[config.mk]
export PLATFORM = sky130hd
export DESIGN_NAME = differential_drive_safety_governor
export DESIGN_NICKNAME = d
export VERILOG_FILES = /design/src/rtl/ddsg_pkg.sv /design/src/rtl/ddsg_cfg.sv /design/src/rtl/ddsg_mul.sv /design/src/rtl/ddsg_div.sv /design/src/rtl/differential_drive_safety_governor.sv
export SDC_FILE = /design/constraint.sdc
export NUM_CORES = 2
export LEC_CHECK = 0
export BUFFER_PORTS_ARGS = -buffer_cell sky130_fd_sc_hd__buf_4
export CORE_ASPECT_RATIO = 0.8
export CORE_MARGIN = 2
export CORE_UTILIZATION = 50
export CTS_CLUSTER_DIAMETER = 100
export CTS_CLUSTER_SIZE = 30
export DETAILED_ROUTE_END_ITERATION = 16
export PLACE_DENSITY = 0.65
export SYNTH_ARGS = -nofsm -noshare
export SYNTH_HDL_FRONTEND = slang
export SYNTH_HIERARCHICAL = 1
export SYNTH_SLANG_ARGS = --single-unit
[constraint.sdc]
create_clock -name clk -period 14.7 [get_ports clk]
set_input_delay 0.735 -clock clk [delete_from_list [all_inputs] [get_ports clk]]
set_output_delay 0.735 -clock clk [all_outputs]
set_load 0.05 [all_outputs]
[src/rtl/ddsg_pkg.sv]
`timescale 1ns / 1ps
// ----------------------------------------------------------------------------
// ddsg_pkg
// Shared types, widths and constants of the differential drive safety
// governor: payload structs, configuration map, mode codes.
// ----------------------------------------------------------------------------
package ddsg_pkg;

    // Track values are Q2.TRACK_FRAC_BITS, full speed is TRACK_ONE
    localparam int TRACK_FRAC_BITS = 14;
    localparam int TRACK_ONE       = 1 << TRACK_FRAC_BITS;

    // Field widths
    localparam int Q_W        = 16;
    localparam int DIST_W     = 10;
    localparam int TILT_W     = 15;
    localparam int GAIN_W     = 16;
    localparam int SLEW_W     = 18;
    localparam int DEAD_W     = 15;
    localparam int ACC_W      = 16;
    localparam int TIME_W     = 18;
    localparam int PULSE_W    = 11;
    localparam int MODE_W     = 3;
    localparam int CFG_IDX_W  = 3;
    localparam int CFG_DATA_W = 18;

    // Shared multiplier and divider sizes
    localparam int MUL_W   = 19;
    localparam int PROD_W  = 2 * MUL_W;
    localparam int DIV_N_W = 26;
    localparam int DIV_D_W = DIST_W;

    // Scaling constants
    localparam int YAW_SHIFT       = 12;
    localparam int YAW_D_W         = ACC_W + GAIN_W + 1 - YAW_SHIFT;
    localparam int SLEW_SHIFT      = 20;
    localparam int PULSE_CENTER    = 1500;
    localparam int PULSE_SCALE     = 400;
    localparam int ELAPSED_MAX     = 250000;
    localparam int ELAPSED_DEFAULT = 10000;

    // Register reset values
    localparam int RST_STOP_DIST  = 40;
    localparam int RST_SLOW_DIST  = 80;
    localparam int RST_TILT_LIMIT = 13107;
    localparam int RST_YAW_GAIN   = 6147;
    localparam int RST_SLEW_RATE  = 30924;
    localparam int RST_DEADBAND   = 819;

    typedef enum logic [CFG_IDX_W-1:0] {
        CFG_STOP_DIST  = 3'd0,
        CFG_SLOW_DIST  = 3'd1,
        CFG_TILT_LIMIT = 3'd2,
        CFG_YAW_GAIN   = 3'd3,
        CFG_SLEW_RATE  = 3'd4,
        CFG_DEADBAND   = 3'd5,
        CFG_TILT_EN    = 3'd6,
        CFG_YAW_EN     = 3'd7
    } cfg_idx_t;

    typedef enum logic [MODE_W-1:0] {
        MODE_IDLE     = 3'd0,
        MODE_DRIVE    = 3'd1,
        MODE_OBSTACLE = 3'd2,
        MODE_TIMEOUT  = 3'd3,
        MODE_TILT     = 3'd4
    } mode_t;

    typedef struct packed {
        logic [DIST_W-1:0] stop_distance_cm;
        logic [DIST_W-1:0] slow_distance_cm;
        logic [TILT_W-1:0] tilt_limit_raw;
        logic [GAIN_W-1:0] yaw_gain;
        logic [SLEW_W-1:0] slew_rate;
        logic [DEAD_W-1:0] idle_deadband;
        logic              tilt_enable;
        logic              yaw_damp_enable;
    } cfg_t;

    typedef struct packed {
        logic signed [Q_W-1:0]   host_left;
        logic signed [Q_W-1:0]   host_right;
        logic                    host_timeout;
        logic                    lidar_valid;
        logic [DIST_W-1:0]       lidar_cm;
        logic                    motion_fresh;
        logic signed [ACC_W-1:0] accel_x;
        logic signed [ACC_W-1:0] accel_y;
        logic signed [ACC_W-1:0] gyro_z;
        logic [TIME_W-1:0]       elapsed_us;
    } in_item_t;

    typedef struct packed {
        logic signed [Q_W-1:0] left_drive;
        logic signed [Q_W-1:0] right_drive;
        logic [PULSE_W-1:0]    left_pulse_us;
        logic [PULSE_W-1:0]    right_pulse_us;
        logic [MODE_W-1:0]     mode;
    } out_item_t;

endpackage

[src/rtl/ddsg_cfg.sv]
`timescale 1ns / 1ps
// ----------------------------------------------------------------------------
// ddsg_cfg
// Configuration register file: one write per cycle by index, reset to the
// documented defaults.
// ----------------------------------------------------------------------------
module ddsg_cfg
    import ddsg_pkg::*;
(
    input  logic                  clk,
    input  logic                  rst_n,
    input  logic                  we,
    input  logic [CFG_IDX_W-1:0]  index,
    input  logic [CFG_DATA_W-1:0] wdata,
    output cfg_t                  regs
);

    cfg_t cfg_reg;

    // Write the addressed register
    always_ff @(posedge clk or negedge rst_n)
    begin
        if (!rst_n)
        begin
            cfg_reg.stop_distance_cm <= DIST_W'(RST_STOP_DIST);
            cfg_reg.slow_distance_cm <= DIST_W'(RST_SLOW_DIST);
            cfg_reg.tilt_limit_raw   <= TILT_W'(RST_TILT_LIMIT);
            cfg_reg.yaw_gain         <= GAIN_W'(RST_YAW_GAIN);
            cfg_reg.slew_rate        <= SLEW_W'(RST_SLEW_RATE);
            cfg_reg.idle_deadband    <= DEAD_W'(RST_DEADBAND);
            cfg_reg.tilt_enable      <= 1'b1;
            cfg_reg.yaw_damp_enable  <= 1'b1;
        end
        else if (we)
        begin
            unique case (cfg_idx_t'(index))
                CFG_STOP_DIST:  cfg_reg.stop_distance_cm <= wdata[DIST_W-1:0];
                CFG_SLOW_DIST:  cfg_reg.slow_distance_cm <= wdata[DIST_W-1:0];
                CFG_TILT_LIMIT: cfg_reg.tilt_limit_raw   <= wdata[TILT_W-1:0];
                CFG_YAW_GAIN:   cfg_reg.yaw_gain         <= wdata[GAIN_W-1:0];
                CFG_SLEW_RATE:  cfg_reg.slew_rate        <= wdata[SLEW_W-1:0];
                CFG_DEADBAND:   cfg_reg.idle_deadband    <= wdata[DEAD_W-1:0];
                CFG_TILT_EN:    cfg_reg.tilt_enable      <= wdata[0];
                CFG_YAW_EN:     cfg_reg.yaw_damp_enable  <= wdata[0];
                default:        ;
            endcase
        end
    end

    assign regs = cfg_reg;

endmodule

[src/rtl/ddsg_mul.sv]
`timescale 1ns / 1ps
// ----------------------------------------------------------------------------
// ddsg_mul
// Shared signed multiplier with a registered product; the sequencer steers
// its operands, and the product is read in the following cycle.
// ----------------------------------------------------------------------------
module ddsg_mul
    import ddsg_pkg::*;
#(
    parameter int W = MUL_W
)
(
    input  logic                  clk,
    input  logic signed [W-1:0]   a,
    input  logic signed [W-1:0]   b,
    output logic signed [2*W-1:0] prod
);

    logic signed [2*W-1:0] prod_reg;

    // Register every product
    always_ff @(posedge clk)
    begin
        prod_reg <= (2*W)'(a) * (2*W)'(b);
    end

    assign prod = prod_reg;

endmodule

[src/rtl/ddsg_div.sv]
`timescale 1ns / 1ps
// ----------------------------------------------------------------------------
// ddsg_div
// Restoring unsigned divider, one quotient bit per cycle. A start pulse
// loads the operands; done pulses for one cycle with the quotient final.
// ----------------------------------------------------------------------------
module ddsg_div
    import ddsg_pkg::*;
#(
    parameter int N_W = DIV_N_W,
    parameter int D_W = DIV_D_W
)
(
    input  logic           clk,
    input  logic           rst_n,
    input  logic           start,
    input  logic [N_W-1:0] dividend,
    input  logic [D_W-1:0] divisor,
    output logic           done,
    output logic [N_W-1:0] quotient
);

    localparam int CNT_W = $clog2(N_W + 1);

    logic [D_W:0]   rem_reg;
    logic [N_W-1:0] quo_reg;
    logic [D_W-1:0] den_reg;
    logic [CNT_W-1:0] cnt_reg;
    logic           busy_reg;
    logic           done_reg;

    logic [D_W:0]   trial;
    logic           fits;

    // Shift in the next dividend bit and try the subtract
    always_comb
    begin
        trial = {rem_reg[D_W-1:0], quo_reg[N_W-1]};
        fits  = (trial >= {1'b0, den_reg});
    end

    // Load on start, then iterate one bit per cycle
    always_ff @(posedge clk or negedge rst_n)
    begin
        if (!rst_n)
        begin
            rem_reg  <= '0;
            quo_reg  <= '0;
            den_reg  <= '0;
            cnt_reg  <= '0;
            busy_reg <= 1'b0;
            done_reg <= 1'b0;
        end
        else
        begin
            done_reg <= 1'b0;
            if (start)
            begin
                rem_reg  <= '0;
                quo_reg  <= dividend;
                den_reg  <= divisor;
                cnt_reg  <= CNT_W'(N_W);
                busy_reg <= 1'b1;
            end
            else if (busy_reg)
            begin
                rem_reg <= fits ? (trial - {1'b0, den_reg}) : trial;
                quo_reg <= {quo_reg[N_W-2:0], fits};
                cnt_reg <= cnt_reg - CNT_W'(1);
                if (cnt_reg == CNT_W'(1))
                begin
                    busy_reg <= 1'b0;
                    done_reg <= 1'b1;
                end
            end
        end
    end

    assign done     = done_reg;
    assign quotient = quo_reg;

endmodule

[src/rtl/differential_drive_safety_governor.sv]
`timescale 1ns / 1ps
// ----------------------------------------------------------------------------
// differential_drive_safety_governor
// Per-tick safety chain for two track commands: timeout, lidar stop and
// slow-down, tilt stop, yaw damping, slew limiting, pulse widths and mode.
// ----------------------------------------------------------------------------
// One transaction is worked on at a time. After acceptance the result is
// registered through the prepare, tilt, yaw, slew, left pulse, right pulse
// and done states; a lidar reading in the slow band adds a recombine state,
// and when the forward part is positive also a multiply and the
// one-bit-per-cycle divider that scales it. A new transaction can be taken
// in the cycle after the result is loaded. All products (forward scaling,
// yaw damping, slew step, pulse widths) share one registered 19x19
// multiplier in turn. The result register lets the next transaction start
// while the last result waits on out_ready. Configuration writes land at
// once and must only be made between ticks.
// ----------------------------------------------------------------------------
module differential_drive_safety_governor
    import ddsg_pkg::*;
(
    input  logic                  clk,
    input  logic                  rst_n,
    input  logic                  cfg_we,
    input  logic [CFG_IDX_W-1:0]  cfg_index,
    input  logic [CFG_DATA_W-1:0] cfg_wdata,
    input  logic                  in_valid,
    output logic                  in_ready,
    input  in_item_t              in_data,
    output logic                  out_valid,
    input  logic                  out_ready,
    output out_item_t             out_data
);

    localparam int SUM_W = 22;
    localparam int DF_W  = Q_W + 2;

    typedef enum logic [3:0] {
        S_IDLE,
        S_PREP,
        S_SMUL,
        S_DSTART,
        S_DWAIT,
        S_RECOMB,
        S_TILT,
        S_YAW,
        S_SLEW,
        S_PL,
        S_PR,
        S_DONE
    } state_t;

    // Saturate to plus or minus one
    function automatic logic signed [Q_W-1:0] clamp_q(input logic signed [SUM_W-1:0] x);
        logic signed [SUM_W-1:0] one_s;
        one_s = SUM_W'(TRACK_ONE);
        if (x > one_s)
            return Q_W'(one_s);
        else if (x < -one_s)
            return Q_W'(-one_s);
        else
            return Q_W'(x);
    endfunction

    // Halve, rounding toward zero
    function automatic logic signed [DF_W-1:0] half_tz(input logic signed [DF_W-1:0] x);
        logic signed [DF_W-1:0] r;
        r = x + ((x < 0) ? DF_W'(1) : DF_W'(0));
        return r >>> 1;
    endfunction

    // Move a level toward its target by at most step
    function automatic logic signed [Q_W-1:0] slew_q(input logic signed [Q_W-1:0] cur,
                                                    input logic signed [Q_W-1:0] tgt,
                                                    input logic [Q_W-1:0] step);
        logic signed [DF_W-1:0] cur_s;
        logic signed [DF_W-1:0] tgt_s;
        logic signed [DF_W-1:0] step_s;
        logic signed [DF_W-1:0] hi;
        logic signed [DF_W-1:0] lo;
        cur_s  = DF_W'(cur);
        tgt_s  = DF_W'(tgt);
        step_s = DF_W'(step);
        hi     = cur_s + step_s;
        lo     = cur_s - step_s;
        if (tgt_s > hi)
            return Q_W'(hi);
        else if (tgt_s < lo)
            return Q_W'(lo);
        else
            return tgt;
    endfunction

    // Pulse width from level times scale, truncated toward zero
    function automatic logic [PULSE_W-1:0] pulse_us(input logic signed [PROD_W-1:0] p);
        logic signed [PROD_W-1:0] adj;
        logic signed [PROD_W-1:0] q;
        adj = p + ((p < 0) ? PROD_W'(TRACK_ONE - 1) : PROD_W'(0));
        q   = adj >>> TRACK_FRAC_BITS;
        return PULSE_W'(PULSE_CENTER) + q[PULSE_W-1:0];
    endfunction

    // Magnitude of a level
    function automatic logic [Q_W-1:0] mag_q(input logic signed [Q_W-1:0] x);
        return (x < 0) ? Q_W'(-x) : Q_W'(x);
    endfunction

    cfg_t cfg;

    state_t    state_reg;
    in_item_t  item_reg;
    logic signed [Q_W-1:0] tl_reg;
    logic signed [Q_W-1:0] tr_reg;
    logic signed [Q_W:0]   f2_reg;
    logic signed [Q_W:0]   t2_reg;
    logic [TIME_W-1:0]     el_reg;
    logic                  tilt_reg;
    logic                  obst_reg;
    logic signed [Q_W-1:0] left_level_reg;
    logic signed [Q_W-1:0] right_level_reg;
    logic [PULSE_W-1:0]    left_pulse_reg;
    logic                  out_valid_reg;
    out_item_t             out_data_reg;

    logic signed [MUL_W-1:0]  mul_a;
    logic signed [MUL_W-1:0]  mul_b;
    logic signed [PROD_W-1:0] prod;
    logic                     div_start;
    logic                     div_done;
    logic [DIV_N_W-1:0]       quotient;

    logic signed [Q_W-1:0]   tl_c;
    logic signed [Q_W-1:0]   tr_c;
    logic signed [Q_W:0]     f2_c;
    logic signed [Q_W:0]     t2_c;
    logic [DIST_W-1:0]       num_c;
    logic [DIST_W-1:0]       den_c;
    logic                    near_c;
    logic                    band_c;
    logic signed [ACC_W:0]   ax_ext;
    logic signed [ACC_W:0]   ay_ext;
    logic [ACC_W:0]          ax_mag;
    logic [ACC_W:0]          ay_mag;
    logic                    tilt_c;
    logic [TIME_W-1:0]       el_c;
    logic signed [YAW_D_W-1:0] damp_c;
    logic                    damp_en_c;
    logic [Q_W-1:0]          step_c;
    logic                    driving_c;
    logic                    out_free;

    ddsg_cfg u_cfg (
        .clk   (clk),
        .rst_n (rst_n),
        .we    (cfg_we),
        .index (cfg_index),
        .wdata (cfg_wdata),
        .regs  (cfg)
    );

    ddsg_mul #(
        .W (MUL_W)
    ) u_mul (
        .clk  (clk),
        .a    (mul_a),
        .b    (mul_b),
        .prod (prod)
    );

    ddsg_div #(
        .N_W (DIV_N_W),
        .D_W (DIV_D_W)
    ) u_div (
        .clk      (clk),
        .rst_n    (rst_n),
        .start    (div_start),
        .dividend (prod[DIV_N_W-1:0]),
        .divisor  (den_c),
        .done     (div_done),
        .quotient (quotient)
    );

    // Decode the held transaction: clamped commands, lidar bands, tilt, time
    always_comb
    begin
        tl_c   = item_reg.host_timeout ? '0 : clamp_q(SUM_W'(item_reg.host_left));
        tr_c   = item_reg.host_timeout ? '0 : clamp_q(SUM_W'(item_reg.host_right));
        f2_c   = (Q_W+1)'(tl_c) + (Q_W+1)'(tr_c);
        t2_c   = (Q_W+1)'(tr_c) - (Q_W+1)'(tl_c);
        num_c  = item_reg.lidar_cm - cfg.stop_distance_cm;
        den_c  = cfg.slow_distance_cm - cfg.stop_distance_cm;
        near_c = item_reg.lidar_valid && (item_reg.lidar_cm <= cfg.stop_distance_cm);
        band_c = item_reg.lidar_valid && (item_reg.lidar_cm > cfg.stop_distance_cm)
                 && (item_reg.lidar_cm < cfg.slow_distance_cm);
        ax_ext = (ACC_W+1)'(item_reg.accel_x);
        ay_ext = (ACC_W+1)'(item_reg.accel_y);
        ax_mag = (ax_ext < 0) ? (ACC_W+1)'(-ax_ext) : (ACC_W+1)'(ax_ext);
        ay_mag = (ay_ext < 0) ? (ACC_W+1)'(-ay_ext) : (ACC_W+1)'(ay_ext);
        tilt_c = cfg.tilt_enable && item_reg.motion_fresh
                 && ((ax_mag > (ACC_W+1)'(cfg.tilt_limit_raw))
                 || (ay_mag > (ACC_W+1)'(cfg.tilt_limit_raw)));
        el_c   = ((item_reg.elapsed_us == '0)
                 || (item_reg.elapsed_us > TIME_W'(ELAPSED_MAX)))
                 ? TIME_W'(ELAPSED_DEFAULT) : item_reg.elapsed_us;
    end

    // Pick apart the shared product and the result conditions
    always_comb
    begin
        damp_c    = prod[YAW_SHIFT+YAW_D_W-1:YAW_SHIFT];
        damp_en_c = cfg.yaw_damp_enable && item_reg.motion_fresh && !tilt_reg;
        step_c    = prod[SLEW_SHIFT+Q_W-1:SLEW_SHIFT];
        driving_c = (mag_q(left_level_reg) > Q_W'(cfg.idle_deadband))
                    || (mag_q(right_level_reg) > Q_W'(cfg.idle_deadband));
        out_free  = !out_valid_reg || out_ready;
        div_start = (state_reg == S_DSTART);
    end

    // Steer the shared multiplier
    always_comb
    begin
        unique case (state_reg)
            S_SMUL:
            begin
                mul_a = MUL_W'(f2_reg);
                mul_b = MUL_W'(num_c);
            end
            S_TILT:
            begin
                mul_a = MUL_W'(item_reg.gyro_z);
                mul_b = MUL_W'(cfg.yaw_gain);
            end
            S_YAW:
            begin
                mul_a = MUL_W'(cfg.slew_rate);
                mul_b = MUL_W'(el_reg);
            end
            S_PL:
            begin
                mul_a = MUL_W'(left_level_reg);
                mul_b = MUL_W'(PULSE_SCALE);
            end
            S_PR, S_DONE:
            begin
                mul_a = MUL_W'(right_level_reg);
                mul_b = MUL_W'(PULSE_SCALE);
            end
            default:
            begin
                mul_a = '0;
                mul_b = '0;
            end
        endcase
    end

    // Sequence one transaction through the safety chain
    always_ff @(posedge clk or negedge rst_n)
    begin
        if (!rst_n)
        begin
            state_reg       <= S_IDLE;
            item_reg        <= '0;
            tl_reg          <= '0;
            tr_reg          <= '0;
            f2_reg          <= '0;
            t2_reg          <= '0;
            el_reg          <= '0;
            tilt_reg        <= 1'b0;
            obst_reg        <= 1'b0;
            left_level_reg  <= '0;
            right_level_reg <= '0;
            left_pulse_reg  <= '0;
            out_valid_reg   <= 1'b0;
            out_data_reg    <= '0;
        end
        else
        begin
            // Raise the result on completion, drop it once taken
            if ((state_reg == S_DONE) && out_free)
                out_valid_reg <= 1'b1;
            else if (out_valid_reg && out_ready)
                out_valid_reg <= 1'b0;

            unique case (state_reg)
                S_IDLE:
                begin
                    if (in_valid)
                    begin
                        item_reg  <= in_data;
                        state_reg <= S_PREP;
                    end
                end
                S_PREP:
                begin
                    // Zero both targets in the stop zone
                    tl_reg   <= near_c ? '0 : tl_c;
                    tr_reg   <= near_c ? '0 : tr_c;
                    f2_reg   <= f2_c;
                    t2_reg   <= t2_c;
                    el_reg   <= el_c;
                    tilt_reg <= tilt_c;
                    obst_reg <= near_c || band_c;
                    if (band_c)
                        state_reg <= (f2_c > 0) ? S_SMUL : S_RECOMB;
                    else
                        state_reg <= S_TILT;
                end
                S_SMUL:
                    state_reg <= S_DSTART;
                S_DSTART:
                    state_reg <= S_DWAIT;
                S_DWAIT:
                begin
                    if (div_done)
                    begin
                        f2_reg    <= signed'({1'b0, quotient[Q_W-1:0]});
                        state_reg <= S_RECOMB;
                    end
                end
                S_RECOMB:
                begin
                    tl_reg    <= clamp_q(SUM_W'(half_tz(DF_W'(f2_reg) - DF_W'(t2_reg))));
                    tr_reg    <= clamp_q(SUM_W'(half_tz(DF_W'(f2_reg) + DF_W'(t2_reg))));
                    state_reg <= S_TILT;
                end
                S_TILT:
                begin
                    if (tilt_reg)
                    begin
                        tl_reg <= '0;
                        tr_reg <= '0;
                    end
                    state_reg <= S_YAW;
                end
                S_YAW:
                begin
                    if (damp_en_c)
                    begin
                        tl_reg <= clamp_q(SUM_W'(tl_reg) + SUM_W'(damp_c));
                        tr_reg <= clamp_q(SUM_W'(tr_reg) - SUM_W'(damp_c));
                    end
                    state_reg <= S_SLEW;
                end
                S_SLEW:
                begin
                    left_level_reg  <= slew_q(left_level_reg, tl_reg, step_c);
                    right_level_reg <= slew_q(right_level_reg, tr_reg, step_c);
                    state_reg       <= S_PL;
                end
                S_PL:
                    state_reg <= S_PR;
                S_PR:
                begin
                    left_pulse_reg <= pulse_us(prod);
                    state_reg      <= S_DONE;
                end
                S_DONE:
                begin
                    // Hold until the result register is free
                    if (out_free)
                    begin
                        out_data_reg.left_drive     <= left_level_reg;
                        out_data_reg.right_drive    <= right_level_reg;
                        out_data_reg.left_pulse_us  <= left_pulse_reg;
                        out_data_reg.right_pulse_us <= pulse_us(prod);
                        if (tilt_reg)
                            out_data_reg.mode <= MODE_TILT;
                        else if (item_reg.host_timeout)
                            out_data_reg.mode <= MODE_TIMEOUT;
                        else if (obst_reg)
                            out_data_reg.mode <= MODE_OBSTACLE;
                        else if (driving_c)
                            out_data_reg.mode <= MODE_DRIVE;
                        else
                            out_data_reg.mode <= MODE_IDLE;
                        state_reg <= S_IDLE;
                    end
                end
                default:
                    state_reg <= S_IDLE;
            endcase
        end
    end

    assign in_ready  = (state_reg == S_IDLE);
    assign out_valid = out_valid_reg;
    assign out_data  = out_data_reg;

endmodule
==> reports/summary.txt <==
Outcome: completed
Rows: 102
Post-CTS Setup Repair Bufs: 0
Final cycle utilization of the critical path: 0.646
Clk_lat worst skew: 700 ps
Worst rel slew slack: 0.133
Post-route DRC: 0
Syn avg cell area: 9.15 um^2
DP HPWL: 126000 um
Hold WC Path Type: in -> async
Crit Path Class: reg -> reg
Total number of vias: 40200
Initial antenna violation count: 7
First-pass GRT wire length: 241000 um
Starting DRT DRC Count: 3686
H-tree depth: 1
Achievable frequency: 105 MHz
CP most frequent cell: fa_1
Final #Nets: 6449
Total Neg Setup Slack: 0 ps
CTS max path bufs: 3
Num CTS Buffers: 28
Filler Cells Inserted: 8989
Clock Skew: 76.7 ps
Vias in the first global route: 38900
WHS: 69.0 ps
Critical path launch point: state_reg[3]
Hold Vio Cnt, Final: 0
Critical path fanouts, max: 21
CTS tree: done
Slowest cell on crit path: nor2_1
Largest stage delay on the critical path: 910 ps
Die X-Extent: 355 um
Clock Sinks: 478
Largest net degree at the start of global routing: 137
Clock slew at reported path FFs: 110 ps
RR Startpoint: state_reg[3]
Gate Count Post-Synth: 5384
Crit path launch type: flop
Post-CTS sizing: 0
Max-slew violations: 0
Area Overhead vs Synth: 7.89%
Drt first pass iters: 6
Vias/cell: 5.94
RSZ-0062 raised after global routing: no
YS warnings: 6
Worst Tran Pin Value: 1300 ps
Crit path arrival time: 10020 ps
Die area: 101000 um^2
Synth Cell Area: 49300 um^2
Root Driver: clkbuf_16
Max reg flops: 86
Crit end category: flop
Die H: 285 um
RePlAce Congestion: 1.01
# IOs: 196
CP required: 15220 ps
Initial Util: 0.506
Core area: 97200 um^2
GRT Residual Overflow: 0
Buffers on Ports: 195
Layout cells sized above 1: 0.119
# hold bufs at CTS: 0
# setup viols final: 0
R2R cell count: 24
Per-cell routed wire length: 23.4 um
Final antenna-violating net count: 0
Routed WL: 159000 um
Final Critical Period: 9490 ps
CP Cell Sequence: nand2b_1 > nor2_1 > a222oi_1 > nand2_1 > a21o_1 > nand2_1 > fa_1 > inv_1 > fa_1 > inv_1 > fa_1 > inv_1 > fa_1 > fa_1 > fa_1 > fa_1 > ha_1 > a21o_1 > a211o_1 > o221ai_1 > a31oi_1 > o21ai_0 > nand4b_1 > o311ai_0
Max-cap violations: 0
Global-route usage over all layers: 0.312
worst max-delay path, delay by kind of cell (launching register included):
family | cells | cell delay [ps]
AO/OA/AOI/OAI | 8 | 2430
adder cells (fa/ha/maj) | 8 | 3900
buffers and inverters | 3 | 160
AND/OR/NAND/NOR | 5 | 2200
flip-flops | 1 | 630
path summary, 6_finish.rpt:
| kind | end | slack, ps |
|---|---|---|
| setup / recovery | u_mul/prod[35] | 5210 |
| min in group clk | item_reg[29] | 270 |
| hold / removal | out_data[13] | 70 |
| hold reg to reg | out_data[14] | 480 |
| max in group asynchronous | u_div/busy_reg | 12350 |
| setup reg to reg | u_mul/prod[35] | 5210 |
per-stage QoR:
step / utilization / cell area, um^2 / worst slack, ps / std cells
floorplan: - / 49300 / 6450 / 5390
global placement: 0.534 / 52000 / 5640 / 6723
detailed placement: 0.534 / 52000 / 5450 / 6723
CTS: 0.546 / 53100 / 5350 / 6775
global route: 0.546 / 53100 / 4550 / 6775
finish: 0.546 / 53100 / 5210 / 6776
layout by cell type (no fill, tap or decap), drive strengths merged, types with 44 or more instances in the layout:
cell type,n
inv,633
nand2,628
ha,477
dfrtp,409
fa,382
o21ai,259
buf,256
nor2,240
mux2,234
a21oi,233
xnor2,228
and2,216
a21o,88
nor3,85
xor2,73
nand3,65
nand2b,61
nor2b,56
a22oi,55
mux2i,53
a211oi,51
o21a,44
metal layers:
layer / part of all wire / vias up / global-route usage
li1: - / 18400 / -
met1: 0.46 / 19900 / 0.472
met2: 0.40 / 1723 / 0.439
met3: 0.11 / 219 / 0.0869
met4: 0.027 / 8 / 0.0722
met5: 0.00036 / - / 0
layout make-up:
class                   count  area, um^2  share of cell area
multi-input cells        4063       34200               0.644
flip-flops and latches    478       11800               0.222
inverters                 626        2350              0.0442
repair buffers            256        1940              0.0365
well taps                1300        1630              0.0306
clock buffers              34         744              0.0140
clock inverters            18         417             0.00784
diodes                      1        2.50           0.0000471
Power is not shown: default switching activity piles up to over one toggle a cycle in this logic, so the estimate is an artifact.
